`src/bcint_pkg.sv`:
```
package bcint_pkg;

   localparam int TABLE_DEPTH = 16;
   localparam int ADDR_W = $clog2(TABLE_DEPTH);
   localparam int CNT_W = $clog2(TABLE_DEPTH + 1);

   localparam int KIND_W = 1;
   localparam int INDEX_W = 4;
   localparam int VOLT_W = 12;
   localparam int CHG_W = 7;
   localparam int SEG_W = 4;
   localparam int CFG_W = 5;

   localparam int ENTRY_W = VOLT_W + CHG_W;
   localparam int PROD_W = VOLT_W + CHG_W + 2;
   localparam int NUM_W = PROD_W - 1;
   localparam int DEN_W = VOLT_W;
   localparam int RES_W = NUM_W + 2;

   localparam logic [CFG_W-1:0] ENTRIES_RESET = CFG_W'(16);
   localparam int PCT_FULL = 100;
   localparam int PCT_EMPTY = 0;

   localparam logic [KIND_W-1:0] KIND_LOAD = 1'b0;
   localparam logic [KIND_W-1:0] KIND_QUERY = 1'b1;

   typedef struct packed {
      logic go;
      logic [NUM_W-1:0] num;
      logic [DEN_W-1:0] den;
   } div_req_type;

   typedef enum logic [8:0] {
      S_IDLE  = 9'b000000001,
      S_FIRST = 9'b000000010,
      S_LAST  = 9'b000000100,
      S_UP    = 9'b000001000,
      S_DN    = 9'b000010000,
      S_HI    = 9'b000100000,
      S_MUL   = 9'b001000000,
      S_DIVGO = 9'b010000000,
      S_DIV   = 9'b100000000
   } state_type;

endpackage

```
`src/bcint_ram.sv`:
```
module bcint_ram #(
   parameter int WIDTH = 8,
   parameter int DEPTH = 16
) (
   input  logic                     clock,
   input  logic                     wr_en,
   input  logic [$clog2(DEPTH)-1:0] wr_addr,
   input  logic [WIDTH-1:0]         wr_data,
   input  logic [$clog2(DEPTH)-1:0] rd_addr,
   output logic [WIDTH-1:0]         rd_data
);

   logic [WIDTH-1:0] mem [DEPTH];
   logic [WIDTH-1:0] rd_data_ff;

   always_ff @(posedge clock) begin
      if (wr_en) begin
         mem[wr_addr] <= wr_data;
      end
      rd_data_ff <= mem[rd_addr];
   end

   assign rd_data = rd_data_ff;

endmodule

```
`src/bcint_div.sv`:
```
module bcint_div (
   input  logic                      clock,
   input  logic                      reset,
   input  bcint_pkg::div_req_type    req,
   output logic                      done,
   output logic [bcint_pkg::NUM_W-1:0] quot
);
   import bcint_pkg::*;

   localparam int STEP_W = $clog2(NUM_W + 1);

   logic              active_ff, active_in;
   logic              done_ff, done_in;
   logic [STEP_W-1:0] step_ff, step_in;
   logic [DEN_W-1:0]  rem_ff, rem_in;
   logic [NUM_W-1:0]  quo_ff, quo_in;
   logic [DEN_W-1:0]  den_ff, den_in;
   logic [DEN_W:0]    rem_sh;

   always_comb begin
      active_in = active_ff;
      done_in = 1'b0;
      step_in = step_ff;
      rem_in = rem_ff;
      quo_in = quo_ff;
      den_in = den_ff;
      rem_sh = {rem_ff, quo_ff[NUM_W-1]};
      if (req.go) begin
         active_in = 1'b1;
         step_in = STEP_W'(NUM_W);
         rem_in = '0;
         quo_in = req.num;
         den_in = req.den;
      end else if (active_ff) begin
         if (rem_sh >= {1'b0, den_ff}) begin
            rem_in = DEN_W'(rem_sh - {1'b0, den_ff});
            quo_in = {quo_ff[NUM_W-2:0], 1'b1};
         end else begin
            rem_in = rem_sh[DEN_W-1:0];
            quo_in = {quo_ff[NUM_W-2:0], 1'b0};
         end
         step_in = step_ff - STEP_W'(1);
         if (step_ff == STEP_W'(1)) begin
            active_in = 1'b0;
            done_in = 1'b1;
         end
      end
   end

   always_ff @(posedge clock) begin
      if (reset) begin
         active_ff <= 1'b0;
         done_ff <= 1'b0;
         step_ff <= '0;
      end else begin
         active_ff <= active_in;
         done_ff <= done_in;
         step_ff <= step_in;
      end
      rem_ff <= rem_in;
      quo_ff <= quo_in;
      den_ff <= den_in;
   end

   assign done = done_ff;
   assign quot = quo_ff;

endmodule

```
`src/battery_charge_interpolator_core.sv`:
```
// Voltage-to-charge lookup by piecewise linear interpolation over a table of up to sixteen
// pairs held in one single-port-read RAM. A load beat writes one pair in its own cycle and
// leaves busy low. A query beat keeps busy high while it reads the first entry and, if the
// voltage is above it, the last used entry; if the voltage is also below that one, it walks
// from the stored segment hint to the bracketing segment one RAM read per step and, unless
// the bracketing entries have equal voltages, runs a bit-serial divider of twenty steps.
// Busy falls after the first read when the voltage is at or below the first entry, and
// after the second read when it is at or above the last used entry.
// The result appears on rsp_charge and rsp_segment for exactly one cycle with rsp_strobe
// high, starting at the clock edge at which busy falls; the receiver cannot stall it and
// must take it in that cycle.
module battery_charge_interpolator_core (
   input  logic                          clock,
   input  logic                          reset,
   input  logic                          start,
   output logic                          busy,
   input  logic [bcint_pkg::KIND_W-1:0]  req_kind,
   input  logic [bcint_pkg::INDEX_W-1:0] req_entry_index,
   input  logic [bcint_pkg::VOLT_W-1:0]  req_entry_voltage,
   input  logic [bcint_pkg::CHG_W-1:0]   req_entry_charge,
   input  logic [bcint_pkg::VOLT_W-1:0]  req_voltage,
   output logic                          rsp_strobe,
   output logic [bcint_pkg::CHG_W-1:0]   rsp_charge,
   output logic [bcint_pkg::SEG_W-1:0]   rsp_segment,
   input  logic                          csr_we,
   input  logic [bcint_pkg::CFG_W-1:0]   csr_wdata
);
   import bcint_pkg::*;

   state_type            state_ff, state_in;
   logic [CFG_W-1:0]     entries_ff;
   logic [VOLT_W-1:0]    v_ff, v_in;
   logic [CNT_W-1:0]     n_ff, n_in;
   logic [ADDR_W-1:0]    i_ff, i_in;
   logic [ADDR_W-1:0]    hint_ff, hint_in;
   logic [VOLT_W-1:0]    lo_v_ff, lo_v_in, hi_v_ff, hi_v_in;
   logic [CHG_W-1:0]     lo_c_ff, lo_c_in, hi_c_ff, hi_c_in;
   logic signed [PROD_W-1:0] prod_ff, prod_in;
   logic [DEN_W-1:0]     den_ff, den_in;
   logic                 neg_ff, neg_in;
   logic                 rsp_strobe_ff, rsp_strobe_in;
   logic [CHG_W-1:0]     rsp_charge_ff, rsp_charge_in;
   logic [SEG_W-1:0]     rsp_segment_ff, rsp_segment_in;

   logic                 accept;
   logic                 ram_we;
   logic [ADDR_W-1:0]    ram_waddr, ram_raddr;
   logic [ENTRY_W-1:0]   ram_rdata;
   logic [VOLT_W-1:0]    rd_v;
   logic [CHG_W-1:0]     rd_c;
   logic [ADDR_W-1:0]    nm1, nm2;
   logic signed [VOLT_W:0] dv_num, dv_den;
   logic signed [CHG_W:0]  dc;
   logic signed [NUM_W:0]  q_s;
   logic signed [RES_W-1:0] s0_ext;
   div_req_type          div_req;
   logic                 div_done;
   logic [NUM_W-1:0]     div_quot;

   function automatic logic [CHG_W-1:0] sat_charge(input logic signed [RES_W-1:0] r);
      logic [CHG_W-1:0] c;
      if (r < RES_W'(PCT_EMPTY)) begin
         c = CHG_W'(PCT_EMPTY);
      end else if (r > RES_W'(PCT_FULL)) begin
         c = CHG_W'(PCT_FULL);
      end else begin
         c = r[CHG_W-1:0];
      end
      return c;
   endfunction

   assign accept = start && (state_ff == S_IDLE);
   assign busy = (state_ff != S_IDLE);

   assign ram_we = accept && (req_kind == KIND_LOAD) && (int'(req_entry_index) < TABLE_DEPTH);
   assign ram_waddr = ADDR_W'(req_entry_index);

   bcint_ram #(
      .WIDTH(ENTRY_W),
      .DEPTH(TABLE_DEPTH)
   ) u_table (
      .clock(clock),
      .wr_en(ram_we),
      .wr_addr(ram_waddr),
      .wr_data({req_entry_voltage, req_entry_charge}),
      .rd_addr(ram_raddr),
      .rd_data(ram_rdata)
   );

   bcint_div u_div (
      .clock(clock),
      .reset(reset),
      .req(div_req),
      .done(div_done),
      .quot(div_quot)
   );

   assign rd_v = ram_rdata[ENTRY_W-1:CHG_W];
   assign rd_c = ram_rdata[CHG_W-1:0];
   assign nm1 = ADDR_W'(n_ff - CNT_W'(1));
   assign nm2 = ADDR_W'(n_ff - CNT_W'(2));

   assign dv_num = $signed({1'b0, v_ff}) - $signed({1'b0, lo_v_ff});
   assign dv_den = $signed({1'b0, hi_v_ff}) - $signed({1'b0, lo_v_ff});
   assign dc = $signed({1'b0, hi_c_ff}) - $signed({1'b0, lo_c_ff});
   assign q_s = neg_ff ? -$signed({1'b0, div_quot}) : $signed({1'b0, div_quot});
   assign s0_ext = RES_W'($signed({1'b0, lo_c_ff}));

   always_comb begin
      div_req.go = (state_ff == S_DIVGO);
      div_req.num = prod_ff[PROD_W-1] ? NUM_W'(-prod_ff) : NUM_W'(prod_ff);
      div_req.den = den_ff;
   end

   always_comb begin
      state_in = state_ff;
      v_in = v_ff;
      n_in = n_ff;
      i_in = i_ff;
      hint_in = hint_ff;
      lo_v_in = lo_v_ff;
      lo_c_in = lo_c_ff;
      hi_v_in = hi_v_ff;
      hi_c_in = hi_c_ff;
      prod_in = prod_ff;
      den_in = den_ff;
      neg_in = neg_ff;
      ram_raddr = '0;
      rsp_strobe_in = 1'b0;
      rsp_charge_in = rsp_charge_ff;
      rsp_segment_in = rsp_segment_ff;
      case (state_ff)
         S_IDLE: begin
            if (accept && (req_kind == KIND_QUERY)) begin
               v_in = req_voltage;
               if (entries_ff < CFG_W'(2)) begin
                  n_in = CNT_W'(2);
               end else if (int'(entries_ff) > TABLE_DEPTH) begin
                  n_in = CNT_W'(TABLE_DEPTH);
               end else begin
                  n_in = CNT_W'(entries_ff);
               end
               state_in = S_FIRST;
            end
         end
         S_FIRST: begin
            if (v_ff <= rd_v) begin
               hint_in = '0;
               rsp_strobe_in = 1'b1;
               rsp_charge_in = CHG_W'(PCT_EMPTY);
               rsp_segment_in = '0;
               state_in = S_IDLE;
            end else begin
               ram_raddr = nm1;
               state_in = S_LAST;
            end
         end
         S_LAST: begin
            if (v_ff >= rd_v) begin
               hint_in = nm2;
               rsp_strobe_in = 1'b1;
               rsp_charge_in = CHG_W'(PCT_FULL);
               rsp_segment_in = SEG_W'(nm2);
               state_in = S_IDLE;
            end else begin
               i_in = (hint_ff > nm2) ? nm2 : hint_ff;
               ram_raddr = ADDR_W'(i_in + ADDR_W'(1));
               state_in = S_UP;
            end
         end
         S_UP: begin
            if ((i_ff < nm2) && (v_ff > rd_v)) begin
               i_in = ADDR_W'(i_ff + ADDR_W'(1));
               ram_raddr = ADDR_W'(i_ff + ADDR_W'(2));
            end else begin
               ram_raddr = i_ff;
               state_in = S_DN;
            end
         end
         S_DN: begin
            if ((i_ff != '0) && (v_ff < rd_v)) begin
               i_in = ADDR_W'(i_ff - ADDR_W'(1));
               ram_raddr = i_in;
            end else begin
               lo_v_in = rd_v;
               lo_c_in = rd_c;
               ram_raddr = ADDR_W'(i_ff + ADDR_W'(1));
               state_in = S_HI;
            end
         end
         S_HI: begin
            hi_v_in = rd_v;
            hi_c_in = rd_c;
            state_in = S_MUL;
         end
         S_MUL: begin
            hint_in = i_ff;
            if (dv_den == '0) begin
               rsp_strobe_in = 1'b1;
               rsp_charge_in = sat_charge(s0_ext);
               rsp_segment_in = SEG_W'(i_ff);
               state_in = S_IDLE;
            end else begin
               prod_in = PROD_W'(dv_num) * PROD_W'(dc);
               den_in = dv_den[VOLT_W] ? DEN_W'(-dv_den) : DEN_W'(dv_den);
               neg_in = dv_den[VOLT_W] ^ (dv_num[VOLT_W] ^ dc[CHG_W]);
               state_in = S_DIVGO;
            end
         end
         S_DIVGO: begin
            state_in = S_DIV;
         end
         S_DIV: begin
            if (div_done) begin
               rsp_strobe_in = 1'b1;
               rsp_charge_in = sat_charge(s0_ext + RES_W'(q_s));
               rsp_segment_in = SEG_W'(i_ff);
               state_in = S_IDLE;
            end
         end
         default: begin
            state_in = S_IDLE;
         end
      endcase
   end

   always_ff @(posedge clock) begin
      if (reset) begin
         state_ff <= S_IDLE;
         entries_ff <= ENTRIES_RESET;
         hint_ff <= '0;
         rsp_strobe_ff <= 1'b0;
      end else begin
         state_ff <= state_in;
         if (csr_we) begin
            entries_ff <= csr_wdata;
         end
         hint_ff <= hint_in;
         rsp_strobe_ff <= rsp_strobe_in;
      end
      v_ff <= v_in;
      n_ff <= n_in;
      i_ff <= i_in;
      lo_v_ff <= lo_v_in;
      lo_c_ff <= lo_c_in;
      hi_v_ff <= hi_v_in;
      hi_c_ff <= hi_c_in;
      prod_ff <= prod_in;
      den_ff <= den_in;
      neg_ff <= neg_in;
      rsp_charge_ff <= rsp_charge_in;
      rsp_segment_ff <= rsp_segment_in;
   end

   assign rsp_strobe = rsp_strobe_ff;
   assign rsp_charge = rsp_charge_ff;
   assign rsp_segment = rsp_segment_ff;

endmodule

```
`config.mk`:
```
export PLATFORM = sky130hd
export DESIGN_NAME = battery_charge_interpolator_core
export DESIGN_NICKNAME = d
export VERILOG_FILES = /design/src/bcint_pkg.sv /design/src/bcint_ram.sv /design/src/bcint_div.sv /design/src/battery_charge_interpolator_core.sv
export SDC_FILE = /design/constraint.sdc
export NUM_CORES = 1
export LEC_CHECK = 0
export BUFFER_PORTS_ARGS = -buffer_cell sky130_fd_sc_hd__buf_2
export CAP_MARGIN = 10
export CORE_MARGIN = 1
export CORE_UTILIZATION = 30
export CTS_BUF_LIST = sky130_fd_sc_hd__clkbuf_16
export CTS_CLUSTER_SIZE = 28
export DETAILED_ROUTE_END_ITERATION = 6
export PLACE_DENSITY = 0.55
export SETUP_SLACK_MARGIN = 0.2
export SLEW_MARGIN = 20
export SYNTH_ARGS = -nofsm -noshare
export SYNTH_HDL_FRONTEND = slang
export SYNTH_SLANG_ARGS = --single-unit
```
`constraint.sdc`:
```
create_clock -name clock -period 8.9 [get_ports clock]
set_clock_uncertainty 0.05 [all_clocks]
set_input_delay 0.445 -clock clock [delete_from_list [all_inputs] [get_ports clock]]
set_output_delay 0.445 -clock clock [all_outputs]
set_load 0.005 [all_outputs]
```
==> results of run 1 <==
area by class of cell:
type / count / area share (%)
clock inverter: 45 / 0.9351
sequential: 496 / 46.55
tap: 1176 / 4.781
timing repair buffer: 88 / 1.830
multi-input combinational: 1449 / 39.02
clock buffer: 53 / 4.310
inverter: 211 / 2.574
through the flow:
stage                     hold slack (ns)  cells  setup WS (ns)  total power, mW
after global routing              0.02868   3518          1.229            6.150
after detailed placement           0.3545   3409          1.508            3.840
after global placement             0.3559   3409          1.657            3.809
after floorplan                    0.3503   2244          2.437            3.567
after CTS                         0.01368   3517          1.486            5.912
final                             0.06229   3518          1.762            5.827
metal layers:
metal,share of wire (%),up-vias
met2,48,355
met1,46,8521
met3,4.5,91
li1,-,8261
met4,1.9,8
met5,0.071,-
registers in the layout (all words and copies together) (netlist names), 19 cells and up:
signal / cells
u_table.mem: 304
u_div.quot: 20
prod_ff: 21
u_table.rd_data: 19
worst max-delay path by stage:
stage / to / slack (ns) / cells past startpoint
final: prod_ff[20] / 1.76 / 26
after global routing: prod_ff[20] / 1.23 / 26
after CTS: prod_ff[20] / 1.49 / 26
after detailed placement: prod_ff[20] / 1.51 / 26
after global placement: prod_ff[20] / 1.66 / 27
after floorplan: prod_ff[20] / 2.44 / 27
placed cells by master, fill, tap and decap left out, types with 16 or more instances in the layout:
cell type | synthesis | final
nor3_1 | 33 | 28
mux2i_1 | 228 | 228
nand2b_1 | 24 | 24
nand2_1 | 106 | 106
dfxtp_1 | 57 | 56
edfxtp_1 | 439 | 439
nor2_1 | 167 | 155
o31ai_1 | 19 | 19
a21o_1 | 16 | 16
xnor2_1 | 68 | 67
buf_4 | 8 | 19
or2_2 | 21 | 21
xor2_1 | 44 | 43
buf_2 | 19 | 57
a22oi_1 | 78 | 78
nand3_1 | 27 | 27
o21ai_0 | 83 | 83
o211ai_1 | 16 | 16
a21oi_1 | 76 | 75
inv_1 | 209 | 223
clkbuf_16 | 0 | 53
ha_1 | 124 | 124
fa_1 | 90 | 90
kinds of logic (layout without fill, tap and decap cells):
kind of cell | after synthesis | after routing | share of synthesized area [%]
AO/OA/AOI/OAI | 392 | 392 | 9.713
buffers and inverters | 299 | 397 | 4.389
XOR/XNOR | 113 | 113 | 3.648
multiplexers | 232 | 232 | 8.513
AND/OR/NAND/NOR | 498 | 498 | 9.072
adder cells (fa/ha/maj) | 214 | 214 | 12.27
flip-flops | 496 | 496 | 52.40
where the power goes:
group          switching, mW  internal (mW)
clock network          0.933           1.12
logic                  0.649          0.502
registers             0.0140           2.61
what timing repair did:
item | 4_1_cts | 5_1_grt
endpoints found under the hold margin | 10 | 0
setup endpoints to repair | 0 | 0
hold buffers | 10 | 0
buffers inserted | 0 | 0
critical path, stage by stage (launching register included):
cell and delay, ns:
edfxtp_1 0.42, ha_1 0.17, inv_1 0.06, fa_1 0.43, a21o_1 0.21, a21oi_1 0.31, o21bai_1 0.11, a21oi_1 0.24
xor2_2 0.56, or2_2 0.24, fa_1 0.44, fa_1 0.55, inv_1 0.05, fa_1 0.53, inv_1 0.05, fa_1 0.53
inv_1 0.04, ha_1 0.33, o21a_1 0.14, o31a_1 0.18, o211ai_1 0.12, a21oi_1 0.21, nor2_1 0.08, a211o_1 0.30
o211ai_1 0.26, a31oi_1 0.14, xnor2_1 0.13
==> metrics.md, run 1 <==
| Metric | Value |
|---|---|
| Status | `completed` |
| Worst R2R Path Depth | `26` |
| Most Crowded Layer GR | `met2` |
| Die area | `92,330 um2` |
| Clock tree buffer depth | `3` |
| Core footprint | `approximately 90,000 um2` |
| Vias in the first global route | `17,044` |
| Post_cts resized | `0` |
| Top cells by area, synth | `edfxtp_1, mux2i_1, fa_1` |
| First-pass GRT wire length | `99.48 mm` |
| Post-detail-place hpwl | `approximately 44 mm` |
| Synth-to-Final Area Change | `12.58%` |
| Initial DRC count | `roughly 1,200` |
| Mapped Avg Cell Area | `approximately 12 um2` |
| Die Ht | `303.9 um` |
| Gate Count Post-Synth | `2,244` |
| CTS tree | `built` |
| Grt met3 use | `2.075%` |
| Final Hold Viols | `0` |
| CP startpoint kind | `flip-flop` |
| Final instance area | `30,770 um2` |
| Register area | `14,330 um2` |
| Port bufs | `57` |
| Seq cells post-synth | `approximately 500` |
| Critical Path RT | `9.19 ns` |
| LEAKAGE | `11.31 nW` |
| Post-synth EDFFs | `approximately 440` |
| Syn_nets | `between 2,000 and 3,000` |
| Post-synth top cells | `edfxtp_1, mux2i_1, inv_1` |
| Post-place instance area | `29,020 um2` |
| DR vias | `17,236` |
| Worst rel slew slack | `28.85%` |
| Row cnt | `110` |
| Fillcell total | `8,853` |
| VDD IR max | `158.1 uV` |
| Reg2reg start | `lo_c_ff[0]` |
| # IOs | `58` |
| Max-slew violations | `0` |
| Slew at the pin with the worst max-slew slack | `1.061 ns` |
| Reg2reg end | `prod_ff[20]` |
| Total negative setup slack | `0 ns` |
| Top-area cell type share of the netlist area | `48.22%` |
| HP Class | `primary input to flip-flop` |
| Fmax achieved | `approximately 140 MHz` |
| WHS Endpoint | `v_ff[0]` |
| TritonRoute pass-1 iters | `6` |
| CP endpoint kind | `flip-flop` |
| Clock sinks | `496` |
| Hold path startpoint | `req_voltage[0]` |
| Pwr dens | `189.3 nW/um2` |
| Post-synth top area cell | `edfxtp_1` |
| RePlAce Congestion | `0.8458` |
| GRT Total Usage | `between 10% and 20%` |
| Worst-Skew Late Latency | `0.63 ns` |
| Synth async-reset ratio | `0%` |
| Critical path arrival | `7.43 ns` |
| Clk slew on worst S/H paths | `~0.06 ns` |
| Warnings, synthesis | `0` |
| Met2 GRT Util | `22.97%` |
| Post-synth cell types | `85` |
| Hold path cells | `1` |
| Post-synthesis sequential area ratio | `between 50% and 60%` |
| Most common cell in the netlist | `edfxtp_1` |
| Largest net degree at the start of global routing | `153` |
| Final Util | `34.14%` |
| Die width | `303.9 um` |
| Post-Syn Area | `27,340 um2` |
| Initial core utilization | `a little under a third` |
| Via/cell ratio | `4.899` |
| Ys flop type | `edfxtp_1` |
| Clk root buf | `clkbuf_16` |
| WL final | `64.34 mm` |
| Met1 Track Usage GR | `18.61%` |
| DRC Markers | `0` |
| CP startpoint | `lo_c_ff[0]` |
| MaxCap Viol Count | `0` |
| Final nets | `~2,600` |
| Total congestion overflow | `0` |
| Remaining antenna violation count | `0` |
| RSZ-0062 raised after global routing | `false` |
| TritonCTS Buffers | `53` |
| Tmin final | `7.138 ns` |
| Initial antenna violation count | `8` |
| Area of the multi-input gates | `about 12,000 um2` |
| CP Max Fanout | `14` |
| N_diodes | `0` |
| Layout cells sized above 1 | `9.351%` |
| Final count of negative-setup-slack endpoints | `0` |
| Fin crit share | `80.20%` |
| CTS H-tree depth | `2` |
| Setup CP Type | `flip-flop to flip-flop` |
| Drt wl/cell | `18.29 um` |
| Reg2Reg Setup Slack | `1.76 ns` |
(Power assumes the default switching activity.)
==> inputs of run 2 (changes only) <==
==> constraint.sdc (replaced) <==
create_clock -name clock -period 7.34 [get_ports clock]
set_clock_uncertainty 0.05 [all_clocks]
set_input_delay 0.367 -clock clock [delete_from_list [all_inputs] [get_ports clock]]
set_output_delay 0.367 -clock clock [all_outputs]
set_load 0.005 [all_outputs]
==> metrics.md, run 2 (synthesis gave the netlist of run 1 again) <==
| Metric | Value |
|---|---|
| Status | `completed` |
| Most common cell on crit path | `fa_1` |
| Most flops, register | `u_table.mem` |
| Slowest CP cell | `fa_1` |
| N_diodes | `0 (unchanged)` |
| Final WS setup | `0.7175 ns (-1.044 ns)` |
| RePlAce Congestion | `0.8500 (+0.50%)` |
| Max-slew violations | `0 (unchanged)` |
| Core footprint | `90,150 um2 (unchanged)` |
| Largest net degree at the start of global routing | `153 (unchanged)` |
| DR vias | `17,304 (+0.39%)` |
| Clk root buf | `clkbuf_16` |
| Die area | `92,330 um2 (unchanged)` |
| Fin crit share | `90.22% (+10 points)` |
| Critical path arrival | `6.90 ns (-0.53 ns)` |
| Max reg flops | `304 (unchanged)` |
| Initial DRC count | `959 (-23%)` |
| Most frequent cells in the layout | `edfxtp_1, mux2i_1, inv_1` |
| Initial core utilization | `30.32% (unchanged)` |
| Final nets | `2,575 (+0.66%)` |
| WL final | `64.31 mm (about the same)` |
| Fmax achieved | `151.0 MHz (+7.8%)` |
| MaxCap Viol Count | `0 (unchanged)` |
| Pwr dens | `233.0 nW/um2 (+23%)` |
| Clock sinks | `496 (unchanged)` |
| Clk slew on worst S/H paths | `0.06 ns (about the same)` |
| Row cnt | `110 (unchanged)` |
| CTS tree | `built` |
| DRC Markers | `0 (unchanged)` |
| Worst R2R Path Depth | `24 (-7.7%)` |
| Setup WS pre-CTS | `0.5234 ns (-0.9848 ns)` |
| GRT Total Usage | `13.74% (-0.014 points)` |
| Worst path bufs/invs | `2 (-2)` |
| RSZ-0062 raised after global routing | `false` |
| Vias in the first global route | `17,191 (+0.86%)` |
| Hold path cells | `3 (+2)` |
| Worst-Skew Late Latency | `0.62 ns (about the same)` |
| Worst rel slew slack | `27.57% (-1.3 points)` |
| Most common cell after layout, fill and taps aside | `edfxtp_1` |
| TritonCTS Buffers | `52 (-1.9%)` |
| WHS Endpoint | `entries_ff[4]` |
| CP Max Fanout | `5 (-9)` |
| Slew at the pin with the worst max-slew slack | `1.086 ns (+0.02498 ns)` |
| Slowest cell delay on critical path | `0.55 ns (about the same)` |
| TritonRoute pass-1 iters | `5 (-1)` |
| CTS H-tree depth | `2 (unchanged)` |
| CP cell instances | `ha_1, fa_1, nor2b_1, o21ai_0, a21boi_1, nor4_1, o31ai_1, nor2_1, xor2_1, nor2_1, fa_1, fa_1, fa_1, inv_1, fa_1, inv_1, ha_1, nand3_1, a21oi_1, nor2_1, a211o_1, o211ai_1, a31oi_1, xnor2_1` |
| CP endpoint kind | `flip-flop` |
| Setup CP Type | `flip-flop to flip-flop` |
| Hold path startpoint | `csr_we` |
| Crit-path leading delay family | `adder cells` |
| Die width | `303.9 um (unchanged)` |
| Critical Path RT | `7.62 ns (-1.57 ns)` |
| Layout cells sized above 1 | `9.746% (+0.39 points)` |
| Post-detail-place hpwl | `42.99 mm (-1.3%)` |
| Clock tree buffer depth | `3 (unchanged)` |
| Die Ht | `303.9 um (unchanged)` |
| Final Hold Viols | `0 (unchanged)` |
| Drt wl/cell | `18.19 um (-0.56%)` |
| Tmin final | `6.623 ns (-0.5157 ns)` |
| # IOs | `58 (unchanged)` |
| Via/cell ratio | `4.894 (-0.12%)` |
| Total congestion overflow | `0 (unchanged)` |
| HP Class | `primary input to flip-flop` |
| Total negative setup slack | `0 ns (unchanged)` |
| First-pass GRT wire length | `99.27 mm (-0.21%)` |
| Reg2Reg Setup Slack | `0.72 ns (-1.04 ns)` |
| Remaining antenna violation count | `0 (unchanged)` |
| LEAKAGE | `11.44 nW (+1.2%)` |
| Final count of negative-setup-slack endpoints | `0 (unchanged)` |
| Reg2reg start | `lo_v_ff[0]` |
| Initial antenna violation count | `7 (-1)` |
| Reg2reg end | `prod_ff[20]` |
| Synth-to-Final Area Change | `13.55%` |
| CP startpoint kind | `flip-flop` |
| Port bufs | `57 (unchanged)` |
| VDD IR max | `185.1 uV (+17%)` |
run 2: power breakdown:
part	switching, mW	total (mW)	internal, mW	leakage [nW]
Sequential	0.0173	3.18	3.16	4.45
Combinational	0.797	1.42	0.622	6.10
Clock	1.11	2.63	1.52	0.894
run 2: final cells by class:
cell class / instances / area (um2)
well taps: 1176 / 1471
inverters: 211 / 795.8
clock inverters: 45 / 397.9
fillers: 8805 / 59110
repair buffers: 106 / 720.7
multi-input cells: 1449 / 12000
clock buffers: 53 / 1326
flip-flops and latches: 496 / 14330
run 2: through the flow:
stage,cells,power (mW),area [um2],utilization (%),hold slack (ns)
floorplan,2244,4.325,27340,-,0.3503
global placement,3415,4.639,29090,32.26,0.3567
detailed placement,3415,4.664,29090,32.26,0.3545
CTS,3530,7.321,30980,34.37,0.01833
global route,3536,7.626,31040,34.43,0.04111
finish,3536,7.234,31040,34.43,0.05924
run 2: what timing repair did:
action	CTS	global route
gates resized for setup	0	6
setup endpoints to repair	0	4
hold endpoints to repair	17	0
setup buffers	0	6
hold buffers	17	0
run 2: how the worst max path moves through the flow:
stage	from	endpoint	slack (ns)	cells past startpoint
after floorplan	hi_c_ff[0]	prod_ff[20]	0.88	27
after global routing	lo_v_ff[1]	prod_ff[19]	0.25	29
after CTS	lo_v_ff[0]	prod_ff[20]	0.47	27
after global placement	lo_v_ff[1]	prod_ff[20]	0.65	27
final	lo_v_ff[0]	prod_ff[20]	0.72	24
after detailed placement	lo_v_ff[0]	prod_ff[20]	0.52	27
run 2: worst reg2reg max path: stages (launching register included):
cell and delay [ns]:
edfxtp_1 0.40, ha_1 0.24, fa_1 0.44, nor2b_1 0.14, o21ai_0 0.11, a21boi_1 0.29, nor4_1 0.11, o31ai_1 0.33
nor2_1 0.12, xor2_1 0.37, nor2_1 0.11, fa_1 0.54, fa_1 0.44, fa_1 0.55, inv_1 0.05, fa_1 0.53
inv_1 0.04, ha_1 0.34, nand3_1 0.09, a21oi_1 0.17, nor2_1 0.08, a211o_1 0.29, o211ai_1 0.21, a31oi_1 0.13
xnor2_1 0.14
run 2: metal layers:
metal  vias up  GRT usage (%)  part of all wire (%)
li1       8322              -                     -
met1      8536          17.62                    45
met2       328          23.41                    48
met3       108          2.688                   4.6
met4        10          4.025                   2.4
met5         -              0                 0.089
